--- src/hw/rtl/roman_numeral_encoder_macros.svh ---
// ----------------------------------------------------------------------------
// roman numeral encoder assertion macros
// shared concurrent assertion forms, clocked on clk_i, disabled during reset
// ----------------------------------------------------------------------------
`ifndef ROMAN_NUMERAL_ENCODER_MACROS_SVH
`define ROMAN_NUMERAL_ENCODER_MACROS_SVH

// same-cycle implication
`define RNE_ASSERT_IMP(lbl, ante, cons, msg) \
  lbl: assert property (@(posedge clk_i) disable iff (!rst_ni) (ante) |-> (cons)) \
    else $error(msg);

// next-cycle implication
`define RNE_ASSERT_NXT(lbl, ante, cons, msg) \
  lbl: assert property (@(posedge clk_i) disable iff (!rst_ni) (ante) |=> (cons)) \
    else $error(msg);

`endif

--- src/hw/rtl/rne_pkg.sv ---
// ----------------------------------------------------------------------------
// rne_pkg
// types, microcode table and symbol tables for the roman numeral encoder
// ----------------------------------------------------------------------------
package rne_pkg;

  localparam int unsigned NumW  = 13;
  localparam int unsigned WgtW  = 12;
  localparam int unsigned SymW  = 7;
  localparam int unsigned StepW = 5;

  localparam logic [NumW-1:0] MaxValid = 13'd3999;

  localparam logic [SymW-1:0] SymI = 7'h49;
  localparam logic [SymW-1:0] SymV = 7'h56;
  localparam logic [SymW-1:0] SymX = 7'h58;
  localparam logic [SymW-1:0] SymL = 7'h4c;
  localparam logic [SymW-1:0] SymC = 7'h43;
  localparam logic [SymW-1:0] SymD = 7'h44;
  localparam logic [SymW-1:0] SymM = 7'h4d;
  localparam logic [SymW-1:0] SymNone = 7'h00;

  // place codes
  localparam logic [1:0] PlaceUnits = 2'd0;
  localparam logic [1:0] PlaceTens  = 2'd1;
  localparam logic [1:0] PlaceHund  = 2'd2;
  localparam logic [1:0] PlaceThou  = 2'd3;

  // pattern codes within a place
  localparam logic [1:0] CodeOne  = 2'd0;
  localparam logic [1:0] CodeFive = 2'd1;
  localparam logic [1:0] CodeTen  = 2'd2;

  // program addresses
  localparam logic [StepW-1:0] StepLoad  = 5'd0;
  localparam logic [StepW-1:0] StepCheck = 5'd1;
  localparam logic [StepW-1:0] StepT2000 = 5'd2;
  localparam logic [StepW-1:0] StepT1000 = 5'd3;
  localparam logic [StepW-1:0] StepH800  = 5'd4;
  localparam logic [StepW-1:0] StepH400  = 5'd5;
  localparam logic [StepW-1:0] StepH200  = 5'd6;
  localparam logic [StepW-1:0] StepH100  = 5'd7;
  localparam logic [StepW-1:0] StepE80   = 5'd8;
  localparam logic [StepW-1:0] StepE40   = 5'd9;
  localparam logic [StepW-1:0] StepE20   = 5'd10;
  localparam logic [StepW-1:0] StepE10   = 5'd11;
  localparam logic [StepW-1:0] StepUnits = 5'd12;
  localparam logic [StepW-1:0] StepEmitT = 5'd13;
  localparam logic [StepW-1:0] StepEmitH = 5'd14;
  localparam logic [StepW-1:0] StepEmitE = 5'd15;
  localparam logic [StepW-1:0] StepEmitU = 5'd16;
  localparam logic [StepW-1:0] StepError = 5'd17;

  typedef enum logic [2:0] {
    OP_NOP,
    OP_LOAD,
    OP_CMPSUB,
    OP_MOVU,
    OP_EMIT,
    OP_ERR
  } op_e;

  typedef enum logic [1:0] {
    CND_ALWAYS,
    CND_WAIT,
    CND_BRANCH
  } cond_e;

  typedef struct packed {
    op_e              op;
    cond_e            cond;
    logic [1:0]       place;
    logic [WgtW-1:0]  weight;
    logic [StepW-1:0] nxt;
    logic [StepW-1:0] tgt;
  } ctrl_t;

  typedef struct packed {
    logic go;      // current step may leave
    logic branch;  // branch condition
  } stat_t;

  function automatic ctrl_t mk(op_e op, cond_e cond, logic [1:0] place,
                               logic [WgtW-1:0] weight, logic [StepW-1:0] nxt,
                               logic [StepW-1:0] tgt);
    ctrl_t w;
    w.op     = op;
    w.cond   = cond;
    w.place  = place;
    w.weight = weight;
    w.nxt    = nxt;
    w.tgt    = tgt;
    return w;
  endfunction

  // control store
  function automatic ctrl_t rom_word(logic [StepW-1:0] step);
    ctrl_t w;
    unique case (step)
      StepLoad:  w = mk(OP_LOAD, CND_WAIT, PlaceUnits, 12'd0, StepCheck, StepLoad);
      StepCheck: w = mk(OP_NOP, CND_BRANCH, PlaceUnits, 12'd0, StepT2000, StepError);
      StepT2000: w = mk(OP_CMPSUB, CND_ALWAYS, PlaceThou, 12'd2000, StepT1000, StepLoad);
      StepT1000: w = mk(OP_CMPSUB, CND_ALWAYS, PlaceThou, 12'd1000, StepH800, StepLoad);
      StepH800:  w = mk(OP_CMPSUB, CND_ALWAYS, PlaceHund, 12'd800, StepH400, StepLoad);
      StepH400:  w = mk(OP_CMPSUB, CND_ALWAYS, PlaceHund, 12'd400, StepH200, StepLoad);
      StepH200:  w = mk(OP_CMPSUB, CND_ALWAYS, PlaceHund, 12'd200, StepH100, StepLoad);
      StepH100:  w = mk(OP_CMPSUB, CND_ALWAYS, PlaceHund, 12'd100, StepE80, StepLoad);
      StepE80:   w = mk(OP_CMPSUB, CND_ALWAYS, PlaceTens, 12'd80, StepE40, StepLoad);
      StepE40:   w = mk(OP_CMPSUB, CND_ALWAYS, PlaceTens, 12'd40, StepE20, StepLoad);
      StepE20:   w = mk(OP_CMPSUB, CND_ALWAYS, PlaceTens, 12'd20, StepE10, StepLoad);
      StepE10:   w = mk(OP_CMPSUB, CND_ALWAYS, PlaceTens, 12'd10, StepUnits, StepLoad);
      StepUnits: w = mk(OP_MOVU, CND_ALWAYS, PlaceUnits, 12'd0, StepEmitT, StepLoad);
      StepEmitT: w = mk(OP_EMIT, CND_WAIT, PlaceThou, 12'd0, StepEmitH, StepLoad);
      StepEmitH: w = mk(OP_EMIT, CND_WAIT, PlaceHund, 12'd0, StepEmitE, StepLoad);
      StepEmitE: w = mk(OP_EMIT, CND_WAIT, PlaceTens, 12'd0, StepEmitU, StepLoad);
      StepEmitU: w = mk(OP_EMIT, CND_WAIT, PlaceUnits, 12'd0, StepLoad, StepLoad);
      StepError: w = mk(OP_ERR, CND_WAIT, PlaceUnits, 12'd0, StepLoad, StepLoad);
      default:   w = mk(OP_NOP, CND_ALWAYS, PlaceUnits, 12'd0, StepLoad, StepLoad);
    endcase
    return w;
  endfunction

  // symbols per digit
  function automatic logic [2:0] pat_len(logic [3:0] d);
    logic [2:0] n;
    case (d)
      4'd1, 4'd5:        n = 3'd1;
      4'd2, 4'd4, 4'd6,
      4'd9:              n = 3'd2;
      4'd3, 4'd7:        n = 3'd3;
      4'd8:              n = 3'd4;
      default:           n = 3'd0;
    endcase
    return n;
  endfunction

  function automatic logic [1:0] pat_code(logic [3:0] d, logic [1:0] idx);
    logic [1:0] c;
    c = CodeOne;
    case (d)
      4'd4:                   if (idx == 2'd1) c = CodeFive;
      4'd5, 4'd6, 4'd7, 4'd8: if (idx == 2'd0) c = CodeFive;
      4'd9:                   if (idx == 2'd1) c = CodeTen;
      default:                c = CodeOne;
    endcase
    return c;
  endfunction

  function automatic logic [SymW-1:0] place_sym(logic [1:0] place, logic [1:0] code);
    logic [SymW-1:0] s;
    case ({place, code})
      {PlaceUnits, CodeOne}:  s = SymI;
      {PlaceUnits, CodeFive}: s = SymV;
      {PlaceUnits, CodeTen}:  s = SymX;
      {PlaceTens, CodeOne}:   s = SymX;
      {PlaceTens, CodeFive}:  s = SymL;
      {PlaceTens, CodeTen}:   s = SymC;
      {PlaceHund, CodeOne}:   s = SymC;
      {PlaceHund, CodeFive}:  s = SymD;
      {PlaceHund, CodeTen}:   s = SymM;
      {PlaceThou, CodeOne}:   s = SymM;
      default:                s = SymNone;
    endcase
    return s;
  endfunction

endpackage

--- src/hw/rtl/rne_sequencer.sv ---
// ----------------------------------------------------------------------------
// rne_sequencer
// step counter and control store; issues one control word per cycle
// ----------------------------------------------------------------------------
module rne_sequencer (
  input  logic           clk_i,
  input  logic           rst_ni,
  input  rne_pkg::stat_t stat_i,
  output rne_pkg::ctrl_t ctrl_o
);
  import rne_pkg::*;

  logic [StepW-1:0] step_q, step_d;
  ctrl_t            word;

  always_comb begin
    word = rom_word(step_q);
  end

  always_comb begin
    case (word.cond)
      CND_ALWAYS: step_d = word.nxt;
      CND_WAIT:   step_d = stat_i.go ? word.nxt : step_q;
      CND_BRANCH: step_d = stat_i.branch ? word.tgt : word.nxt;
      default:    step_d = StepLoad;
    endcase
  end

  always_ff @(posedge clk_i or negedge rst_ni) begin
    if (!rst_ni) begin
      step_q <= StepLoad;
    end else begin
      step_q <= step_d;
    end
  end

  assign ctrl_o = word;

endmodule

--- src/hw/rtl/rne_datapath.sv ---
// ----------------------------------------------------------------------------
// rne_datapath
// digit extraction by compare-subtract, symbol lookup and output register
// ----------------------------------------------------------------------------
module rne_datapath (
  input  logic                        clk_i,
  input  logic                        rst_ni,
  input  rne_pkg::ctrl_t              ctrl_i,
  output rne_pkg::stat_t              stat_o,
  input  logic                        in_valid_i,
  output logic                        in_ready_o,
  input  logic [rne_pkg::NumW-1:0]    number_i,
  output logic                        out_valid_o,
  input  logic                        out_ready_i,
  output logic [rne_pkg::SymW-1:0]    symbol_o,
  output logic                        last_o,
  output logic                        error_o
);
  import rne_pkg::*;

  logic [NumW-1:0] rem_q;
  logic            bad_q;
  logic [3:0]      digit_q [4];
  logic [1:0]      idx_q;

  logic            out_valid_q;
  logic [SymW-1:0] sym_q;
  logic            last_q;
  logic            err_q;

  logic [3:0]      cur_digit;
  logic [2:0]      cur_len;
  logic [2:0]      idx_plus;
  logic            final_sym;
  logic            lower_zero;
  logic            slot_free;
  logic            emit_load;
  logic            err_load;
  logic            ge;
  logic [NumW-1:0] wgt;

  assign slot_free = !out_valid_q || out_ready_i;
  assign cur_digit = digit_q[ctrl_i.place];
  assign cur_len   = pat_len(cur_digit);
  assign idx_plus  = {1'b0, idx_q} + 3'd1;
  assign final_sym = (idx_plus == cur_len);
  assign wgt       = {{(NumW-WgtW){1'b0}}, ctrl_i.weight};
  assign ge        = (rem_q >= wgt);

  // no symbols follow from lower places
  always_comb begin
    lower_zero = 1'b1;
    for (int k = 0; k < 4; k++) begin
      if (2'(k) < ctrl_i.place && digit_q[k] != 4'd0) lower_zero = 1'b0;
    end
  end

  assign emit_load = (ctrl_i.op == OP_EMIT) && (cur_len != 3'd0) && slot_free;
  assign err_load  = (ctrl_i.op == OP_ERR) && slot_free;

  always_comb begin
    stat_o.branch = bad_q;
    case (ctrl_i.op)
      OP_LOAD: stat_o.go = in_valid_i;
      OP_EMIT: stat_o.go = (cur_len == 3'd0) || (slot_free && final_sym);
      OP_ERR:  stat_o.go = slot_free;
      default: stat_o.go = 1'b1;
    endcase
  end

  assign in_ready_o = (ctrl_i.op == OP_LOAD);

  // working registers
  always_ff @(posedge clk_i) begin
    case (ctrl_i.op)
      OP_LOAD: begin
        if (in_valid_i) begin
          rem_q <= number_i;
          bad_q <= (number_i == '0) || (number_i > MaxValid);
          for (int k = 0; k < 4; k++) digit_q[k] <= 4'd0;
        end
      end
      OP_CMPSUB: begin
        if (ge) rem_q <= rem_q - wgt;
        for (int k = 0; k < 4; k++) begin
          if (2'(k) == ctrl_i.place) digit_q[k] <= {digit_q[k][2:0], ge};
        end
      end
      OP_MOVU: begin
        digit_q[0] <= rem_q[3:0];
      end
      default: begin
      end
    endcase
  end

  // position within the current place
  always_ff @(posedge clk_i or negedge rst_ni) begin
    if (!rst_ni) begin
      idx_q <= 2'd0;
    end else if (emit_load) begin
      idx_q <= final_sym ? 2'd0 : idx_plus[1:0];
    end
  end

  // output register
  always_ff @(posedge clk_i or negedge rst_ni) begin
    if (!rst_ni) begin
      out_valid_q <= 1'b0;
    end else if (emit_load || err_load) begin
      out_valid_q <= 1'b1;
    end else if (out_ready_i) begin
      out_valid_q <= 1'b0;
    end
  end

  always_ff @(posedge clk_i) begin
    if (emit_load) begin
      sym_q  <= place_sym(ctrl_i.place, pat_code(cur_digit, idx_q));
      last_q <= final_sym && lower_zero;
      err_q  <= 1'b0;
    end else if (err_load) begin
      sym_q  <= SymNone;
      last_q <= 1'b1;
      err_q  <= 1'b1;
    end
  end

  assign out_valid_o = out_valid_q;
  assign symbol_o    = sym_q;
  assign last_o      = last_q;
  assign error_o     = err_q;

endmodule

--- src/hw/rtl/roman_numeral_encoder.sv ---
// ----------------------------------------------------------------------------
// roman_numeral_encoder
// converts an integer to its roman numeral as a stream of ascii letters
// ----------------------------------------------------------------------------
// usage:
//   slave stream: s_axis_tdata_i[12:0] carries the number; a transaction is
//   taken only while the sequencer sits in its load step.
//   master stream: one transaction per letter, thousands place first;
//   tdata[6:0] is the ascii code, tlast marks the final letter, tuser flags
//   a number of 0 or above 3999, which gives a single transaction with
//   symbol 0 and tlast set.
//   sequence: a valid number runs 13 fixed steps (load, range check, ten
//   compare-subtract steps, units move), then an emit step for each place,
//   thousands first, which issues that place's letters one at a time and
//   passes over a place that has no letters. an out-of-range number goes
//   from the range check to the error step, which issues the error letter.
//   the next number is taken while the last letter still waits in the
//   output register.
//   reset: the step counter returns to the load step and the output empties.
//   stall: when tready is low the emit step holds, letter by letter.
// ----------------------------------------------------------------------------
`include "roman_numeral_encoder_macros.svh"

module roman_numeral_encoder (
  input  logic        clk_i,
  input  logic        rst_ni,
  input  logic        s_axis_tvalid_i,
  output logic        s_axis_tready_o,
  input  logic [15:0] s_axis_tdata_i,   // [12:0] number, [15:13] zero
  output logic        m_axis_tvalid_o,
  input  logic        m_axis_tready_i,
  output logic [7:0]  m_axis_tdata_o,   // [6:0] symbol, [7] zero
  output logic        m_axis_tlast_o,   // last_symbol
  output logic        m_axis_tuser_o    // range_error
);
  import rne_pkg::*;

  ctrl_t           ctrl;
  stat_t           stat;
  logic [SymW-1:0] symbol;

  rne_sequencer u_seq (
    .clk_i  (clk_i),
    .rst_ni (rst_ni),
    .stat_i (stat),
    .ctrl_o (ctrl)
  );

  rne_datapath u_dp (
    .clk_i       (clk_i),
    .rst_ni      (rst_ni),
    .ctrl_i      (ctrl),
    .stat_o      (stat),
    .in_valid_i  (s_axis_tvalid_i),
    .in_ready_o  (s_axis_tready_o),
    .number_i    (s_axis_tdata_i[NumW-1:0]),
    .out_valid_o (m_axis_tvalid_o),
    .out_ready_i (m_axis_tready_i),
    .symbol_o    (symbol),
    .last_o      (m_axis_tlast_o),
    .error_o     (m_axis_tuser_o)
  );

  assign m_axis_tdata_o = {1'b0, symbol};

  // error transaction is a lone zero symbol
  `RNE_ASSERT_IMP(a_err_form, m_axis_tvalid_o && m_axis_tuser_o, m_axis_tdata_o == 8'd0 && m_axis_tlast_o, "error transaction malformed")
  // every normal letter is a real character
  `RNE_ASSERT_IMP(a_sym_nonzero, m_axis_tvalid_o && !m_axis_tuser_o, m_axis_tdata_o[6:0] != 7'd0, "normal transaction without a letter")
  // after taking a number the block is busy
  `RNE_ASSERT_NXT(a_busy_after_load, s_axis_tvalid_i && s_axis_tready_o, !s_axis_tready_o, "input taken twice in a row")

endmodule

--- config.mk ---
export PLATFORM = sky130hd
export DESIGN_NAME = roman_numeral_encoder
export DESIGN_NICKNAME = d
export VERILOG_FILES = /design/src/hw/rtl/rne_pkg.sv /design/src/hw/rtl/rne_sequencer.sv /design/src/hw/rtl/rne_datapath.sv /design/src/hw/rtl/roman_numeral_encoder.sv
export VERILOG_INCLUDE_DIRS = /design/src /design/src/hw/rtl
export SDC_FILE = /design/constraint.sdc
export NUM_CORES = 1
export LEC_CHECK = 0
export BUFFER_PORTS_ARGS = -buffer_cell sky130_fd_sc_hd__buf_4
export CAP_MARGIN = 20
export CORE_ASPECT_RATIO = 0.6
export CORE_MARGIN = 1
export CORE_UTILIZATION = 55
export CTS_CLUSTER_SIZE = 30
export DETAILED_ROUTE_END_ITERATION = 16
export GPL_ROUTABILITY_DRIVEN = 0
export PLACE_DENSITY = 0.75
export SLEW_MARGIN = 20
export SYNTH_ARGS = -nofsm -noshare
export SYNTH_HDL_FRONTEND = slang
export SYNTH_SLANG_ARGS = --single-unit
--- constraint.sdc ---
create_clock -name clk_i -period 5.6 [get_ports clk_i]
set_input_delay 0 -clock clk_i [delete_from_list [all_inputs] [get_ports clk_i]]
set_output_delay 0 -clock clk_i [all_outputs]
set_load 0.05 [all_outputs]
## Word-level counts from Yosys, hierarchy flattened

Memories as Yosys holds them, arrays and structs flattened.
Index checks and enable logic that the tools add are counted.

| storage, ports and cells | value |
|---|---|
| bits in registers | 31 |
| memory bits (writable) | 16 |
| bits in read-only memories | 912 |
| logic and storage cells | 121 |
| memories | 4 |

Memories:

| name | words | width | rd ports | clocked after Yosys merged registers in | write ports | RTL line | RTL |
|---|---|---|---|---|---|---|---|
| (name not given) | 32 | 24 | 1 | 0 | 0 | rne_pkg.sv:99 | `unique case (step)` |
| (name not given) | 16 | 6 | 1 | 0 | 0 | rne_pkg.sv:151 | `case ({place, code})` |
| (name not given) | 16 | 3 | 1 | 0 | 0 | rne_pkg.sv:126 | `case (d)` |
| u_dp.digit_q | 4 | 4 | 5 | 0 | 4 | rne_datapath.sv:23 | `logic [3:0] digit_q [4];` |

| cells by class | value |
|---|---|
| $add $sub $neg | 2 |
| $lt $le $gt $ge | 6 |
| equal/unequal tests | 21 |
| mux-type cells | 45 |
| bitwise logic cells | 5 |
| reductions and logical operators | 30 |

Operators with widths:

| kind | number |
|---|---|
| 1-bit two-way mux | 27 |
| 13-bit two-way mux | 2 |
| 13-bit case mux with 2 select lines | 1 |
| 4-bit two-way mux | 5 |
| 4-bit by 3-bit == test with 1-bit output, second input constant | 4 |
| 4-bit nonzero test | 4 |
| 5-bit case mux with 3 select lines | 1 |
| 7-bit two-way mux | 2 |
| 13-bit by 12-bit >= comparator with 1-bit output | 1 |
| 13-bit by 12-bit > comparator with 1-bit output, second input constant | 1 |
| 13-bit logical NOT | 1 |
| 13-bit by 12-bit subtractor with 13-bit output | 1 |
| 5-bit two-way mux | 2 |
| 1-bit logical AND | 9 |
| 4-bit == test, second input constant | 2 |
| 3-bit by 2-bit == test with 1-bit output, second input constant | 2 |
| 3-bit == test, second input constant | 2 |
| 2-bit logical NOT | 3 |
| 2-bit two-way mux | 3 |
| 2-bit case mux with 3 select lines | 1 |
| 2-bit nonzero test | 3 |
| 1-bit bitwise OR | 5 |
| 2-bit by 1-bit == test with 1-bit output, second input constant | 2 |
| 2-bit == test, first input constant | 2 |
| other kinds (17) | 23 |

## Depth between registers and ports, before layout

An unclocked memory read counts as a cell.

| depth | value |
|---|---|
| depth after elaboration | 9 |
| depth in mapped cells | 18 |
| mapped depth without buffers | 17 |

## By module

From an unflattened synthesis, not the netlist that was laid out.

| second synthesis, totals | value |
|---|---|
| cell total of the unflattened synthesis | 392 |
| area, all modules | 3614.7 um^2 |

By module, submodules not included:

| module | instances | cells an instance | area each (um^2) |
|---|---|---|---|
| rne_datapath | 1 | 294 | 2842.7 |
| rne_sequencer | 1 | 96 | 760.7 |
| roman_numeral_encoder | 1 | 2 | 11.3 |

## Least setup slack after synthesis

No wires, ideal clock.

| timing path | value |
|---|---|
| kind | register -> register |
| start point | reg u_seq.step_q[4] |
| end point | reg u_dp.rem_q[10] (enable) |
| library setup time | 0.350 ns |
| data arrival time | 3.220 ns |
| required time | 5.250 ns |
| setup slack | 2.029 ns |
| cell stages (with the launch flop) | 17 |
| buffers on the path | 2 |
| clock period less this slack | 3.571 ns |
| cell sequence | dfrtp_1 > buf_2 > clkbuf_1 > clkinv_1 > and3_1 > ha_1 > fa_1 > nor2b_1 > o21ai_0 > a21oi_1 > o21ai_0 > a21oi_1 > o21ai_0 > nand2b_1 > a31oi_1 > a21o_1 > nand2_1 |

| between the ends | value |
|---|---|
| word-level cells in the longest chain between the ends | 4 |

RTL lines:

| what | RTL line | RTL |
|---|---|---|
| start, declared | rne_sequencer.sv:13 | `logic [StepW-1:0] step_q, step_d;` |
| start signal, assigned | rne_sequencer.sv:31 | `step_q <= StepLoad;` |
| start signal, assigned | rne_sequencer.sv:33 | `step_q <= step_d;` |
| memory read 32 x 24 bit (*) | n/a |  |
| 13-bit by 12-bit >= comparator with 1-bit output (tied with other cells) | rne_datapath.sv:48 | `assign ge = (rem_q >= wgt);` |
| 2-bit by 1-bit != test with 1-bit output (no source line) (tied with other cells) | n/a |  |
| 3-bit AND reduction (no source line) (*) | n/a |  |
| end signal, assigned | rne_datapath.sv:78 | `rem_q <= number_i;` |
| end signal, assigned | rne_datapath.sv:84 | `if (ge) rem_q <= rem_q - wgt;` |
| end, declared | rne_datapath.sv:21 | `logic [NumW-1:0] rem_q;` |

Mark *: on every way between the ends. The rest lies on a longest branch, timed or not.
A chain may end at the register's enable or synchronous reset.

## Final worst setup path

| timing path | value |
|---|---|
| start point | reg u_seq.step_q[4] |
| end point | reg u_dp.rem_q[2] (enable) |

The elaborated chain is that of the path after synthesis.

==> run metrics <==
status=completed; Fill cells=517; critical path's top delay family=compound AO/OA/AOI/OAI gates; Synth Instances=395; DR WL/cell=16.14 um; vias in the first global route=2651; Tcrit/Tclk final=77.27%; die area=0.006745 sq mm; Critical Path RT=5.55 ns; RSZ-0062 raised after global routing=no; WL final=8166 um; Area Growth Syn to Fin=10.97%; Clock Root Buffer=clkbuf_8; Synth Area in Adders=9.794%; H-tree Lvls=2; Hold-fix buffers, CTS=9; largest net degree at the start of global routing=35; post-cts repair resize count=0; Final Net Count=468; post-synth top area cell=edfxtp_1; Ant. Diodes=0; post-synthesis mux area share=3.903%; most frequent CP cell=o21ai_0; Initial Util=57.44%; WP data arrival=4.27 ns; Synth Area in XOR/XNOR=1.987%; Yosys cell types=67; fin. max-slew vios=0; Synth Flop Type=edfxtp_1; port bufs=26; vias per cell=5.885; clock buffer depth=2; Tightest Pin Transition=0.9989 ns; ANT nets after route=0; asr flop ratio synth=17.39%; final setup skew=0.006950 ns; core footprint=0.006138 sq mm; Crit Path Max Fanout=21; syn avg cell area=8.926 sq um; drt drc=0; Post-Synth Simple-Gate Area=23.35%; Buf+Inv Stages, Crit Path=1; Synth warnings=0; Final Hold Viols=0; Max-Cap Viols=0; complex-gate fraction of the synthesized area=16.89%; worst setup path start=u_seq.step_q[4]$_DFFE_PN0P_; most common cell after layout, fill and taps aside=nand2_1; final core occ=63.74%; clock slew at reported path FFs=0.09 ns; GRT Residual Overflow=0; total CTS buffers=5; Crit-path slowest cell=dfrtp_1; CTS Sinks=46; Core Rows=22; Worst Hold Class=input port to register; first-pass GRT wire length=13340 um; Total Routing Usage GR=25.69%; Pre-antenna DRT Iters=5; post-DP HPWL=6199 um; dpl cell area=0.003712 sq mm; DIE HEIGHT=64.02 um; initial antenna violation count=0; achievable frequency=231.1 MHz; Setup CP Type=register to register; postcts setup bufs=0; largest family of logic cells by synthesized area=simple AND/OR/NAND/NOR gates; later-pin clock latency in the skew report=0.30 ns; post-route cell area=0.003913 sq mm; netlist area before placement=0.003526 sq mm; layout cells sized above 1=12.09%; # IOs=32; Seq cells post-synth=46; crit path time final=4.327 ns; Hold Startpoint=s_axis_tdata_i[8]; most frequent cells in the layout=63 x nand2_1, 37 x edfxtp_1, 32 x o21ai_0, 29 x nor2_1; worst r2r src=u_seq.step_q[4]$_DFFE_PN0P_; CTS tree=built; Die W=105.4 um; Rel. slew slack=33.24%; EDFF count, synth=37; via count=2978; crit start category=register; Final setup viols=0; largest stage delay on the critical path=0.82 ns; setup TNS=0 ns; Synth top area share=31.51%; DRT iter0 DRCs=183; CP cell instances=clkinv_1 -> and3_1 -> ha_1 -> fa_1 -> nor2b_1 -> o21ai_0 -> a21oi_1 -> o21ai_0 -> a21oi_1 -> o21ai_0 -> nand2b_1 -> a31oi_1 -> a21o_1 -> nand2_1; type of destination of the critical path=register; post-synthesis sequential area ratio=37.76%; Area contributors post-synth=edfxtp_1 32%, ha_1 9.2%, nand2_1 6.7%, dfrtp_1 5.7%, o21ai_0 4.5%
[sequential cells by signal, summed over array words and instances, names as in the netlist]
| signal | flops |
|---|---|
| u_dp.digit_q | 16 |
| u_dp.rem_q | 13 |
| u_dp.symbol_o | 6 |
| u_seq.step_q | 5 |
| u_dp.idx_q | 2 |
| u_dp.bad_q | 1 |
| u_dp.error_o | 1 |
| u_dp.last_o | 1 |
| u_dp.out_valid_o | 1 |
[metal layers]
metal	wire (um)	track usage (%)	vias to the layer above
met3	684	5.918	9
met1	4202	39.57	1373
met5	0	0	-
met2	3218	36.18	136
li1	-	-	1460
met4	61	5.458	0
[path summary, 6_finish.rpt]
| kind | end | slack [ns] | cells past startpoint |
|---|---|---|---|
| worst max-delay path | u_dp.rem_q[2]$_DFFE_PP_ | 1.27 | 14 |
| worst min-delay path | u_dp.rem_q[8]$_DFFE_PP_ | 0.02 | 3 |
| worst max register to register | u_dp.rem_q[2]$_DFFE_PP_ | 1.27 | 14 |
| worst min register to register | u_dp.error_o$_SDFFE_PP0P_ | 0.52 | 2 |
| max in group asynchronous | u_dp.idx_q[0]$_DFFE_PN0P_ | 5.43 | 2 |
| min in group asynchronous | u_seq.step_q[1]$_DFFE_PN0P_ | 0.04 | 2 |
[logic make-up (layout without fill, tap and decap cells)]
family / count (synthesis) / in the layout
buffers and inverters: 44 / 70
and+or+nand+nor: 169 / 169
DFF: 46 / 46
other: 1 / 2
AOI/OAI and AO/OA: 89 / 89
xor gates and xnor gates: 8 / 8
muxes: 11 / 11
adders and majority gates: 27 / 27
[per-stage QoR]
| stage | worst slack, ns | instances | hold WS (ns) |
|---|---|---|---|
| after CTS | 1.322 | 506 | 0.008509 |
| after global placement | 1.495 | 489 | -0.1739 |
| final | 1.273 | 506 | 0.01977 |
| after floorplan | 2.029 | 396 | -0.2956 |
| after global routing | 0.9221 | 506 | 0.03042 |
| after detailed placement | 1.346 | 489 | -0.1730 |
[worst register-to-register path, stage by stage (launching register included)]
cell      delay (ns)
dfrtp_1         0.82
clkinv_1        0.45
and3_1          0.28
ha_1            0.22
fa_1            0.42
nor2b_1         0.12
o21ai_0         0.10
a21oi_1         0.21
o21ai_0         0.12
a21oi_1         0.20
o21ai_0         0.11
nand2b_1        0.13
a31oi_1         0.10
a21o_1          0.24
nand2_1         0.43
[Yosys cell counts, types with 2 or more instances]
master	number
a21o_1	3
buf_6	4
o21ai_0	32
buf_4	2
buf_1	2
o22ai_1	2
xor2_1	4
and2_1	7
a211oi_1	5
nand3_1	11
and2_0	2
dfrtp_1	8
nor2b_1	8
o31ai_1	3
o211ai_2	4
edfxtp_1	37
buf_2	4
nor2_1	29
nand4b_1	3
mux2_2	2
nand4_1	4
a31oi_1	2
clkbuf_1	4
ha_1	26
or3_1	3
mux2i_1	7
inv_1	25
nand2_1	63
a21oi_1	19
xnor2_1	4
nor3_1	14
nand2b_1	5
and3_1	6
mux2i_4	2
nor4_1	7
[final cells by class]
class / count / area (sq um) / area share (%)
Clock inverter: 2 / 37.54 / 0.9594
Timing Repair Buffer: 35 / 285.3 / 7.291
Multi-Input combinational cell: 306 / 1979 / 50.59
Sequential cell: 46 / 1331 / 34.03
Clock buffer: 6 / 72.57 / 1.855
Tap cell: 84 / 105.1 / 2.686
Inverter: 27 / 101.3 / 2.590
Power is left out: the tool's default activity adds up to more than one toggle a clock period on the data nets, which glitch-free logic cannot reach.
